## src/sv/png_ihdr_chunk_generator_top_assert.svh

```systemverilog
// Assertion macros for the IHDR chunk generator.
// Clock is clk, reset is arst_n (active low) in every user of these macros.
`ifndef PNG_IHDR_CHUNK_GENERATOR_TOP_ASSERT_SVH
`define PNG_IHDR_CHUNK_GENERATOR_TOP_ASSERT_SVH

`ifndef SYNTHESIS

`define PIHDR_ASSERT(lbl, prop) \
	lbl: assert property (@(posedge clk) disable iff (!arst_n) prop) \
		else $error("pihdr assertion failed");

`define PIHDR_ASSERT_NEXT(lbl, ante, cons) \
	lbl: assert property (@(posedge clk) disable iff (!arst_n) (ante) |=> (cons)) \
		else $error("pihdr assertion failed");

`else

`define PIHDR_ASSERT(lbl, prop)

`define PIHDR_ASSERT_NEXT(lbl, ante, cons)

`endif

`endif

```

## src/sv/pihdr_pkg.sv

```systemverilog
`timescale 1ns / 1ps

package pihdr_pkg;

	localparam int unsigned CHUNK_BYTES = 25;
	localparam int unsigned HDR_BYTES   = 21;   // length, type and data

	localparam logic [31:0] CRC_PRESET = 32'hFFFF_FFFF;
	localparam logic [31:0] CRC_POLY   = 32'hEDB8_8320;
	localparam logic [31:0] DATA_LENGTH = 32'd13;
	localparam logic [7:0]  FALLBACK_DEPTH = 8'd8;
	localparam logic [7:0]  BYTE_ZERO = 8'h00;

	// chunk type "IHDR"
	localparam logic [7:0] TYPE_I = 8'h49;
	localparam logic [7:0] TYPE_H = 8'h48;
	localparam logic [7:0] TYPE_D = 8'h44;
	localparam logic [7:0] TYPE_R = 8'h52;

	// byte positions within the chunk
	localparam logic [4:0] POS_FIRST  = 5'd0;
	localparam logic [4:0] POS_TYPE0  = 5'd4;
	localparam logic [4:0] POS_ILACE  = 5'd20;
	localparam logic [4:0] POS_CRC0   = 5'd21;
	localparam logic [4:0] POS_LAST   = 5'd24;

	// colour type codes
	localparam logic [7:0] CT_GREY       = 8'd0;
	localparam logic [7:0] CT_RGB        = 8'd2;
	localparam logic [7:0] CT_PALETTE    = 8'd3;
	localparam logic [7:0] CT_GREY_ALPHA = 8'd4;
	localparam logic [7:0] CT_RGBA       = 8'd6;

	typedef struct packed {
		logic init;     // preset the CRC register
		logic update;   // fold data_byte into the CRC
	} pihdr_crc_ctl_t;

	function automatic logic depth_ok(input logic [7:0] depth, input logic [7:0] ctype);
		logic ok;
		ok = 1'b0;
		case (ctype)
			CT_GREY:    ok = depth inside {8'd1, 8'd2, 8'd4, 8'd8, 8'd16};
			CT_PALETTE: ok = depth inside {8'd1, 8'd2, 8'd4, 8'd8};
			CT_RGB, CT_GREY_ALPHA, CT_RGBA: ok = depth inside {8'd8, 8'd16};
			default:    ok = 1'b0;
		endcase
		return ok;
	endfunction

endpackage

```

## src/sv/pihdr_crc.sv

```systemverilog
`timescale 1ns / 1ps

// Byte-wide reflected CRC-32 register.
module pihdr_crc
	import pihdr_pkg::*;
(
	input  logic           clk,
	input  logic           arst_n,
	input  pihdr_crc_ctl_t ctl,
	input  logic [7:0]     data_byte,
	output logic [31:0]    crc
);

	logic [31:0] crc_q;
	logic [31:0] crc_next;

	// eight shift/xor steps, one per data bit
	always_comb begin
		crc_next = crc_q ^ {24'd0, data_byte};
		for (int k = 0; k < 8; k++) begin
			if (crc_next[0]) begin
				crc_next = (crc_next >> 1) ^ CRC_POLY;
			end else begin
				crc_next = crc_next >> 1;
			end
		end
	end

	always_ff @(posedge clk or negedge arst_n) begin
		if (!arst_n) begin
			crc_q <= CRC_PRESET;
		end else if (ctl.init) begin
			crc_q <= CRC_PRESET;
		end else if (ctl.update) begin
			crc_q <= crc_next;
		end
	end

	assign crc = crc_q;

endmodule

```

## src/sv/png_ihdr_chunk_generator_top.sv

```systemverilog
`timescale 1ns / 1ps
// Output: once start is taken the position counter is loaded, the first chunk byte is
//   formed from it and then held in the result register before it is on strobe; the other
//   24 bytes follow in consecutive cycles, last_byte marks the final CRC byte.
// Throughput: the next start is taken in the cycle the final byte is formed, so chunks
//   run back to back.
// Reset (arst_n low): idle, busy and strobe low, CRC register preset to all ones.
`include "png_ihdr_chunk_generator_top_assert.svh"

module png_ihdr_chunk_generator_top
	import pihdr_pkg::*;
(
	input  logic        clk,
	input  logic        arst_n,
	input  logic        start,
	output logic        busy,
	input  logic [31:0] image_width,
	input  logic [31:0] image_height,
	input  logic [7:0]  bit_depth,
	input  logic [7:0]  color_type,
	input  logic [7:0]  interlace_method,
	output logic        strobe,
	output logic [7:0]  out_byte,
	output logic        last_byte
);

	// ---------------------------------------------------------------
	// Item capture. Fields are held for the whole chunk.
	// The depth byte is replaced by 8 here when it is not legal for
	// the colour type (or the colour type is unknown).
	// ---------------------------------------------------------------
	logic        accept;
	logic [31:0] width_q;
	logic [31:0] height_q;
	logic [7:0]  depth_q;
	logic [7:0]  ctype_q;
	logic [7:0]  ilace_q;

	assign accept = start && !busy;

	always_ff @(posedge clk) begin
		if (accept) begin
			width_q  <= image_width;
			height_q <= image_height;
			depth_q  <= depth_ok(bit_depth, color_type) ? bit_depth : FALLBACK_DEPTH;
			ctype_q  <= color_type;
			ilace_q  <= interlace_method;
		end
	end

	// ---------------------------------------------------------------
	// Byte position counter. busy drops while the last byte is being
	// formed so the next item overlaps with it.
	// ---------------------------------------------------------------
	logic       active_q;
	logic [4:0] pos_q;
	logic       at_last;

	assign at_last = (pos_q == POS_LAST);
	assign busy    = active_q && !at_last;

	always_ff @(posedge clk or negedge arst_n) begin
		if (!arst_n) begin
			active_q <= 1'b0;
			pos_q    <= POS_FIRST;
		end else if (accept) begin
			active_q <= 1'b1;
			pos_q    <= POS_FIRST;
		end else if (active_q) begin
			if (at_last) begin
				active_q <= 1'b0;
				pos_q    <= POS_FIRST;
			end else begin
				pos_q <= pos_q + 5'd1;
			end
		end
	end

	// ---------------------------------------------------------------
	// Chunk byte select: length, type and data come from a fixed map
	// over the held fields, the trailing four bytes from the CRC.
	// ---------------------------------------------------------------
	logic [7:0]  hdr [HDR_BYTES];
	logic [31:0] crc;
	logic [31:0] crc_fin;
	logic [1:0]  crc_idx;
	logic [7:0]  crc_byte;
	logic [7:0]  cur_byte;

	always_comb begin
		hdr[0]  = DATA_LENGTH[31:24];
		hdr[1]  = DATA_LENGTH[23:16];
		hdr[2]  = DATA_LENGTH[15:8];
		hdr[3]  = DATA_LENGTH[7:0];
		hdr[4]  = TYPE_I;
		hdr[5]  = TYPE_H;
		hdr[6]  = TYPE_D;
		hdr[7]  = TYPE_R;
		hdr[8]  = width_q[31:24];
		hdr[9]  = width_q[23:16];
		hdr[10] = width_q[15:8];
		hdr[11] = width_q[7:0];
		hdr[12] = height_q[31:24];
		hdr[13] = height_q[23:16];
		hdr[14] = height_q[15:8];
		hdr[15] = height_q[7:0];
		hdr[16] = depth_q;
		hdr[17] = ctype_q;
		hdr[18] = BYTE_ZERO;   // compression
		hdr[19] = BYTE_ZERO;   // filter
		hdr[20] = ilace_q;
	end

	assign crc_fin = crc ^ CRC_PRESET;
	assign crc_idx = 2'(pos_q - POS_CRC0);

	always_comb begin
		case (crc_idx)
			2'd0:    crc_byte = crc_fin[31:24];
			2'd1:    crc_byte = crc_fin[23:16];
			2'd2:    crc_byte = crc_fin[15:8];
			2'd3:    crc_byte = crc_fin[7:0];
			default: crc_byte = crc_fin[7:0];
		endcase
	end

	assign cur_byte = (pos_q <= POS_ILACE) ? hdr[pos_q] : crc_byte;

	// CRC covers type and data bytes; preset on every new item
	pihdr_crc_ctl_t crc_ctl;

	always_comb begin
		crc_ctl.init   = accept;
		crc_ctl.update = active_q && (pos_q >= POS_TYPE0) && (pos_q <= POS_ILACE);
	end

	pihdr_crc u_crc (
		.clk       (clk),
		.arst_n    (arst_n),
		.ctl       (crc_ctl),
		.data_byte (cur_byte),
		.crc       (crc)
	);

	// ---------------------------------------------------------------
	// Result register: one byte per cycle, no back-pressure.
	// ---------------------------------------------------------------
	logic       strobe_q;
	logic       last_q;
	logic [7:0] byte_q;

	always_ff @(posedge clk or negedge arst_n) begin
		if (!arst_n) begin
			strobe_q <= 1'b0;
			last_q   <= 1'b0;
		end else begin
			strobe_q <= active_q;
			last_q   <= active_q && at_last;
		end
	end

	always_ff @(posedge clk) begin
		byte_q <= cur_byte;
	end

	assign strobe    = strobe_q;
	assign last_byte = last_q;
	assign out_byte  = byte_q;

	// ---------------------------------------------------------------
	// Checks
	// ---------------------------------------------------------------
	logic first_pos;

	assign first_pos = active_q && (pos_q == POS_FIRST);

	// the first byte formed for a chunk is the top length byte
	`PIHDR_ASSERT_NEXT(a_first_byte, first_pos, strobe && !last_byte && out_byte == BYTE_ZERO)
	// bytes of one chunk are contiguous
	`PIHDR_ASSERT_NEXT(a_no_gap, strobe && !last_byte, strobe)
	// last flag only on a strobed byte
	`PIHDR_ASSERT(a_last_strobed, last_byte |-> strobe)

endmodule
```

## config.mk

```make
export PLATFORM = sky130hd
export DESIGN_NAME = png_ihdr_chunk_generator_top
export DESIGN_NICKNAME = d
export VERILOG_FILES = /design/src/sv/pihdr_pkg.sv /design/src/sv/pihdr_crc.sv /design/src/sv/png_ihdr_chunk_generator_top.sv
export VERILOG_INCLUDE_DIRS = /design/src /design/src/sv
export SDC_FILE = /design/constraint.sdc
export NUM_CORES = 1
export LEC_CHECK = 0
export BUFFER_PORTS_ARGS = -buffer_cell sky130_fd_sc_hd__clkbuf_2
export CAP_MARGIN = 20
export CORE_MARGIN = 3
export CORE_UTILIZATION = 52
export CTS_BUF_LIST = sky130_fd_sc_hd__clkbuf_16
export CTS_CLUSTER_SIZE = 24
export DETAILED_ROUTE_END_ITERATION = 16
export GPL_ROUTABILITY_DRIVEN = 1
export PLACE_DENSITY = 0.77
export SYNTH_ARGS = -nofsm -noshare
export SYNTH_HDL_FRONTEND = slang
export SYNTH_SLANG_ARGS = --single-unit
```

## constraint.sdc

```tcl
create_clock -name clk -period 3.46 [get_ports clk]
set_input_delay 0.173 -clock clk [delete_from_list [all_inputs] [get_ports clk]]
set_output_delay 0.173 -clock clk [all_outputs]
set_load 0.05 [all_outputs]
```

==> results of run 1 <==
## metrics by stage
| stage | util [%] | cell area [um2] | hold WS (ps) | worst slack, ps |
|---|---|---|---|---|
| 2_1_floorplan | - | 6720 | -123 | 192 |
| 3_3_place_gp | 61.0 | 7510 | 349 | 132 |
| 3_5_place_dp | 61.0 | 7510 | 352 | 77.8 |
| 4_1_cts | 72.3 | 8900 | 72.9 | 87.4 |
| 5_1_grt | 72.8 | 8960 | 68.8 | 26.0 |
| 6_report | 72.8 | 8960 | 85.2 | 177 |
## state kept, by name, indices dropped and copies added (netlist names)
name       cells
pos_q          5
ctype_q        8
u_crc.crc     32
depth_q        8
strobe         1
last_byte      1
height_q      32
ilace_q        8
out_byte       8
active_q       1
width_q       32
## placed cells by master, fill, tap and decap left out, drive strengths merged, types with 10 or more instances in the layout
cell type / n
a21oi: 28
buf: 23
clkbuf: 118
dfstp: 32
dlygate4sd3: 82
edfxtp: 88
inv: 18
mux2i: 27
nand2: 25
nor2: 41
o21ai: 13
o22ai: 20
xnor2: 34
xnor3: 19
xor2: 10
## how the worst max path moves through the flow
stage | endpoint | slack (ps) | cells after the start
5_1_grt | u_crc.crc[18]$_DFFE_PN1P_ | 30 | 9
3_5_place_dp | u_crc.crc[18]$_DFFE_PN1P_ | 80 | 8
6_report | u_crc.crc[18]$_DFFE_PN1P_ | 180 | 8
2_1_floorplan | u_crc.crc[18]$_DFFE_PN1P_ | 190 | 13
3_3_place_gp | u_crc.crc[25]$_DFFE_PN1P_ | 130 | 10
4_1_cts | u_crc.crc[18]$_DFFE_PN1P_ | 90 | 8
## layer usage
layer	share of wire (%)	vias to the layer above	wire (um)	GRT usage [%]
met5	0	-	0	0
met4	2.3	0	402	9.95
met3	7.5	35	1340	6.64
met2	50	217	8840	42.4
met1	41	2373	7210	34.4
li1	-	2218	-	-
## cells by family after synthesis
family,synth area share (%)
flip-flops,57.3
AO/OA/AOI/OAI,10.7
AND/OR/NAND/NOR,7.01
XOR/XNOR,15.0
multiplexers,5.93
buffers and inverters,2.57
adder cells (fa/ha/maj),1.49
other,0.0559
## cell type report
cell class / instances / area share, %
Clock buffer: 17 / 4.75
Clock inverter: 15 / 1.69
Inverter: 15 / 0.670
Multi-Input combinational cell: 317 / 30.4
Sequential cell: 136 / 42.9
Tap cell: 168 / 2.35
Timing Repair Buffer: 206 / 17.2
## timing repair
action,in CTS,in global routing
gates resized for setup,0,2
hold endpoints to repair,89,0
hold buffers,82,0
setup endpoints to repair,0,3
==> flow_summary.rst, run 1 <==
.. list-table::
   :header-rows: 1

   * - Metric
     - Value
   * - Outcome
     - complete, no violations
   * - Number of max-slew violations in the final report
     - 0
   * - Floorplan die width
     - 120 um
   * - FILL cells
     - 800
   * - Number of storage elements in the synthesis netlist
     - 136
   * - Reg area
     - 3850 um2
   * - Residual DRC count
     - 0
   * - Final net count
     - 792
   * - Worst Min Path Start
     - bit_depth[3]
   * - Final estimated routing congestion in global placement
     - 0.961
   * - Final cell count without fillers
     - 874
   * - TritonCTS clock tree
     - yes
   * - Number of buffers inserted by post-CTS setup repair
     - 0
   * - Highest Clock Rate
     - 305 MHz
   * - Pin count of the biggest net entering global routing
     - 48
   * - Boundary Pins
     - 102
   * - Growth of design area from synthesis to finish
     - 33.5%
   * - Worst Hold Path Cells
     - 2
   * - CP arrival
     - 3640 ps
   * - R2R Setup Slk
     - 180 ps
   * - Ordered cell list for the critical path
     - nand2b_1 > o22ai_1 > nor2_1 > a221oi_4 > xnor2_2 > xnor3_2 > xnor3_1 > o22a_1
   * - Class of the tightest hold or removal check
     - primary input to flip-flop
   * - Syn Inst Count
     - 485
   * - Yosys cell types
     - 63
   * - Total buffers and inverters traversed by the critical path
     - 0
   * - Element type at the critical path start
     - flip-flop
   * - Clk slew on worst S/H paths
     - 60 ps
   * - CTS sink count
     - 136
   * - Delay of the slowest cell on the worst path
     - 610 ps
   * - Wire length after detailed routing
     - 17.8 mm
   * - Data required time of the worst path
     - 3820 ps
   * - Inserted Diodes
     - 0
   * - Worst Setup Path Type
     - flip-flop to flip-flop
   * - Footprint of the multi-input gates
     - 2730 um2
   * - WL per Instance
     - 20.4 um
   * - Family with the most delay on the worst path
     - XOR/XNOR gates
   * - Synth Flop Type
     - edfxtp_1
   * - Placement row count
     - 40
   * - Area share of the largest cell type after synthesis
     - 39.4%
   * - Setup repair after global routing missed its margin
     - no
   * - Synth warn
     - 0
   * - Count of routing violations after the opening detailed-route iteration
     - 439
   * - End of the worst hold path
     - depth_q[3]$_SDFFCE_PN1P_
   * - Longest Clk Path Bufs
     - 2
   * - RR Startpoint
     - pos_q[2]$_DFFE_PN0P_
   * - Most frequent cells after synthesis
     - edfxtp_1 (88), nor2_1 (41), dfstp_2 (32), a21oi_1 (28), xnor2_1 (28)
   * - Clock root buffer master
     - clkbuf_16
   * - Number of vias per cell after detailed routing
     - 5.54
   * - Global-route usage over all layers
     - 26.2%
   * - Initial Util
     - 54.5%
   * - Die Y-Extent
     - 120 um
   * - Endpoint kind of the worst setup timing path
     - flip-flop
   * - Least-Margin Pin Slew
     - 627 ps
   * - Residual antenna-violating net count after detailed routing
     - 0
   * - Post-route fraction of the period consumed by the critical path
     - 94.9%
   * - Synthesized area per cell
     - 13.8 um2
   * - Detailed placer's ending HPWL
     - 11.0 mm
   * - Register area share after synthesis
     - 57.3%
   * - End of the worst register-to-register path
     - u_crc.crc[18]$_DFFE_PN1P_
   * - Worst slew margin
     - 58.2%
   * - Fraction of layout instances using a drive strength above 1
     - 31.0%
   * - Layout Skew
     - 11.6 ps
   * - Crit-path slowest cell
     - xnor3_2
   * - Core area
     - 12300 um2
   * - First drt pass iteration count
     - 5
   * - Die Outline Area
     - 14300 um2
   * - Synthesized area
     - 6710 um2
   * - Wire length of the first global-routing pass
     - 28.2 mm
   * - R2R depth
     - 8
   * - Number of enable-type register cells in the synthesized netlist
     - 88
   * - Min Clock Period, post-route
     - 3280 ps
   * - Vias in the first global route
     - 5141
   * - Total clock buffers created by CTS
     - 17
   * - Final global-route overflow total
     - 0
   * - Placed instance count
     - 758
   * - Setup TNS after final layout
     - 0 ps
   * - Share of async-settable or async-resettable flops after synthesis
     - 29.4%
   * - Final count of negative-setup-slack endpoints
     - 0
   * - Cell with the most instances after synthesis
     - edfxtp_1
   * - Hold violation total from the final report
     - 0
   * - Max-cap check violation count
     - 0
   * - H-tree depth
     - 4
   * - Cell type with the highest aggregate area in the netlist
     - edfxtp_1
   * - Crit path launch
     - pos_q[2]$_DFFE_PN0P_
   * - Initial antenna violation count
     - 0
   * - Buffers on Ports
     - 101
   * - Dominant cells by area after synthesis
     - edfxtp_1 (39%), dfstp_2 (13%), xnor3_1 (6.0%)
   * - Vias post-DR
     - 4843
   * - Worst skew pair latency
     - 430 ps
   * - Largest fanout of any net on the critical path
     - 22
Power of run 1 is left out: the tool's default activity adds up to more than one toggle a clock period on the data nets, which glitch-free logic cannot reach.
==> run 2: changes to the inputs <==
- GPL_TIMING_DRIVEN: not set -> 0
==> run 2 against run 1 <==
Setup slack worse by 120 ps. Non-clock buffer count rose by 28. Critical path type unchanged. Flip-flop and latch count stayed put. Utilization is 3.3 points higher. Largest cell class unchanged. Global-route usage is 1.2 points higher. Cell count increased by 3.2%. Die area stayed put. Sequential share of layout area fell by 1.9 points.
==> flow_summary.rst, run 2 (synthesized netlist as in run 1, its figures left out) <==
.. list-table::
   :header-rows: 1

   * - Metric
     - Value
   * - Share of the core filled with cells in the final layout
     - 76.1%
   * - Count of routing violations after the opening detailed-route iteration
     - 520
   * - R2R Setup Slk
     - 60 ps
   * - Vias in the first global route
     - 5398
   * - Final count of negative-setup-slack endpoints
     - 0
   * - Residual antenna-violating net count after detailed routing
     - 0
   * - Final estimated routing congestion in global placement
     - 0.915
   * - CP arrival
     - 3760 ps
   * - Die Y-Extent
     - 120 um
   * - Floorplan die width
     - 120 um
   * - Class of the tightest hold or removal check
     - primary input to flip-flop
   * - Initial antenna violation count
     - 0
   * - Final global-route overflow total
     - 0
   * - RR Startpoint
     - pos_q[1]$_DFFE_PN0P_
   * - H-tree depth
     - 4
   * - Highest Clock Rate
     - 294 MHz
   * - Worst Setup Path Type
     - flip-flop to flip-flop
   * - Min Clock Period, post-route
     - 3400 ps
   * - Layout Skew
     - 6.51 ps
   * - Core area
     - 12300 um2
   * - Commonest non-fill, non-tap cell in the layout
     - clkbuf_2
   * - Post-route fraction of the period consumed by the critical path
     - 98.3%
   * - Pin count of the biggest net entering global routing
     - 46
   * - End of the worst register-to-register path
     - u_crc.crc[18]$_DFFE_PN1P_
   * - Footprint of the multi-input gates
     - 2900 um2
   * - Least-Margin Pin Slew
     - 945 ps
   * - Number of max-slew violations in the final report
     - 0
   * - Longest Clk Path Bufs
     - 2
   * - Worst Hold Path Cells
     - 2
   * - Hold violation total from the final report
     - 0
   * - Placement row count
     - 40
   * - Wire length after detailed routing
     - 19.2 mm
   * - Fraction of layout instances using a drive strength above 1
     - 34.3%
   * - R2R depth
     - 12
   * - Die Outline Area
     - 14300 um2
   * - Top library cells by usage in the layout, fill and taps aside
     - clkbuf_2 (102), edfxtp_1 (88), dlygate4sd3_1 (82)
   * - Vias post-DR
     - 5139
   * - Element type at the critical path start
     - flip-flop
   * - Worst Min Path Start
     - bit_depth[3]
   * - Largest fanout of any net on the critical path
     - 10
   * - Clk slew on worst S/H paths
     - 60 ps
   * - TritonCTS clock tree
     - yes
   * - Clock root buffer master
     - clkbuf_16
   * - Inserted Diodes
     - 0
   * - Boundary Pins
     - 102
   * - WL per Instance
     - 21.3 um
   * - First drt pass iteration count
     - 6
   * - Global-route usage over all layers
     - 27.4%
   * - Initial Util
     - 54.5%
   * - Growth of design area from synthesis to finish
     - 39.5%
   * - End of the worst hold path
     - depth_q[3]$_SDFFCE_PN1P_
   * - Final net count
     - 820
   * - Residual DRC count
     - 0
   * - Number of vias per cell after detailed routing
     - 5.70
   * - FILL cells
     - 704
   * - Buffers on Ports
     - 101
   * - Data required time of the worst path
     - 3810 ps
   * - CTS sink count
     - 136
   * - Worst slew margin
     - 36.9%
   * - Endpoint kind of the worst setup timing path
     - flip-flop
   * - Reg area
     - 3850 um2
   * - Detailed placer's ending HPWL
     - 10.8 mm
   * - Worst skew pair latency
     - 430 ps
   * - Max-cap check violation count
     - 0
   * - Wire length of the first global-routing pass
     - 29.5 mm
   * - Outcome
     - complete, no violations
   * - Total clock buffers created by CTS
     - 17
-- run 2: what timing repair did --
action | in CTS | in global routing
pin swaps | 11 | 4
buffers inserted | 23 | 8
resized for setup | 24 | 11
endpoints found under the setup margin | 71 | 66
endpoints found under the hold margin | 89 | 0
hold buffers | 82 | 0
cloned | 0 | 1
-- run 2: how the worst max path moves through the flow --
stage                           endpoint  depth (start not counted)                  from
2_1_floorplan  u_crc.crc[18]$_DFFE_PN1P_                         13  pos_q[0]$_DFFE_PN0P_
3_5_place_dp   u_crc.crc[21]$_DFFE_PN1P_                         13  pos_q[0]$_DFFE_PN0P_
4_1_cts        u_crc.crc[21]$_DFFE_PN1P_                         11  pos_q[1]$_DFFE_PN0P_
6_report       u_crc.crc[18]$_DFFE_PN1P_                         12  pos_q[1]$_DFFE_PN0P_
3_3_place_gp   u_crc.crc[21]$_DFFE_PN1P_                         13  pos_q[0]$_DFFE_PN0P_
5_1_grt        u_crc.crc[18]$_DFFE_PN1P_                         12  pos_q[1]$_DFFE_PN0P_
-- run 2: per-layer routing --
metal | global-route usage [%] | up-vias | part of all wire (%)
li1 | - | 2279 | -
met1 | 32.6 | 2486 | 37
met2 | 46.7 | 316 | 51
met3 | 7.26 | 58 | 8.6
met4 | 12.5 | 0 | 3.7
met5 | 0 | - | 0
-- run 2: worst max-delay path: stages, from the launching register on --
cell and delay (ps):
dfrtp_2 440, buf_4 220, clkinvlp_4 170, ha_4 230, clkbuf_2 250, nand2_1 140, o41ai_2 80, o22ai_1 250
a31o_2 270, xor2_4 200, xnor3_2 490, xnor3_1 380, o22a_1 190
-- run 2: through the flow --
stage	instance area [um2]	setup WS, ps	TNS (ps)	hold slack, ps	instances
CTS	9190	13.6	0	76.0	892
global placement	7440	-743	-50930	350	756
floorplan	6720	192	0	-123	487
detailed placement	7460	-748	-11460	352	757
finish	9370	57.1	0	88.4	902
global route	9370	-28.1	-41.2	71.5	902
-- run 2: area by class of cell --
type                       instances  share of cell area (%)
buffer                            17                    1.11
clock buffer                      17                    4.54
clock inverter                    15                    1.63
inverter                          15                   0.681
multi-input combinational        317                    31.0
sequential                       136                    41.1
tap                              168                    2.24
timing repair buffer             217                    17.7
Power of run 2 is left out for the same reason.
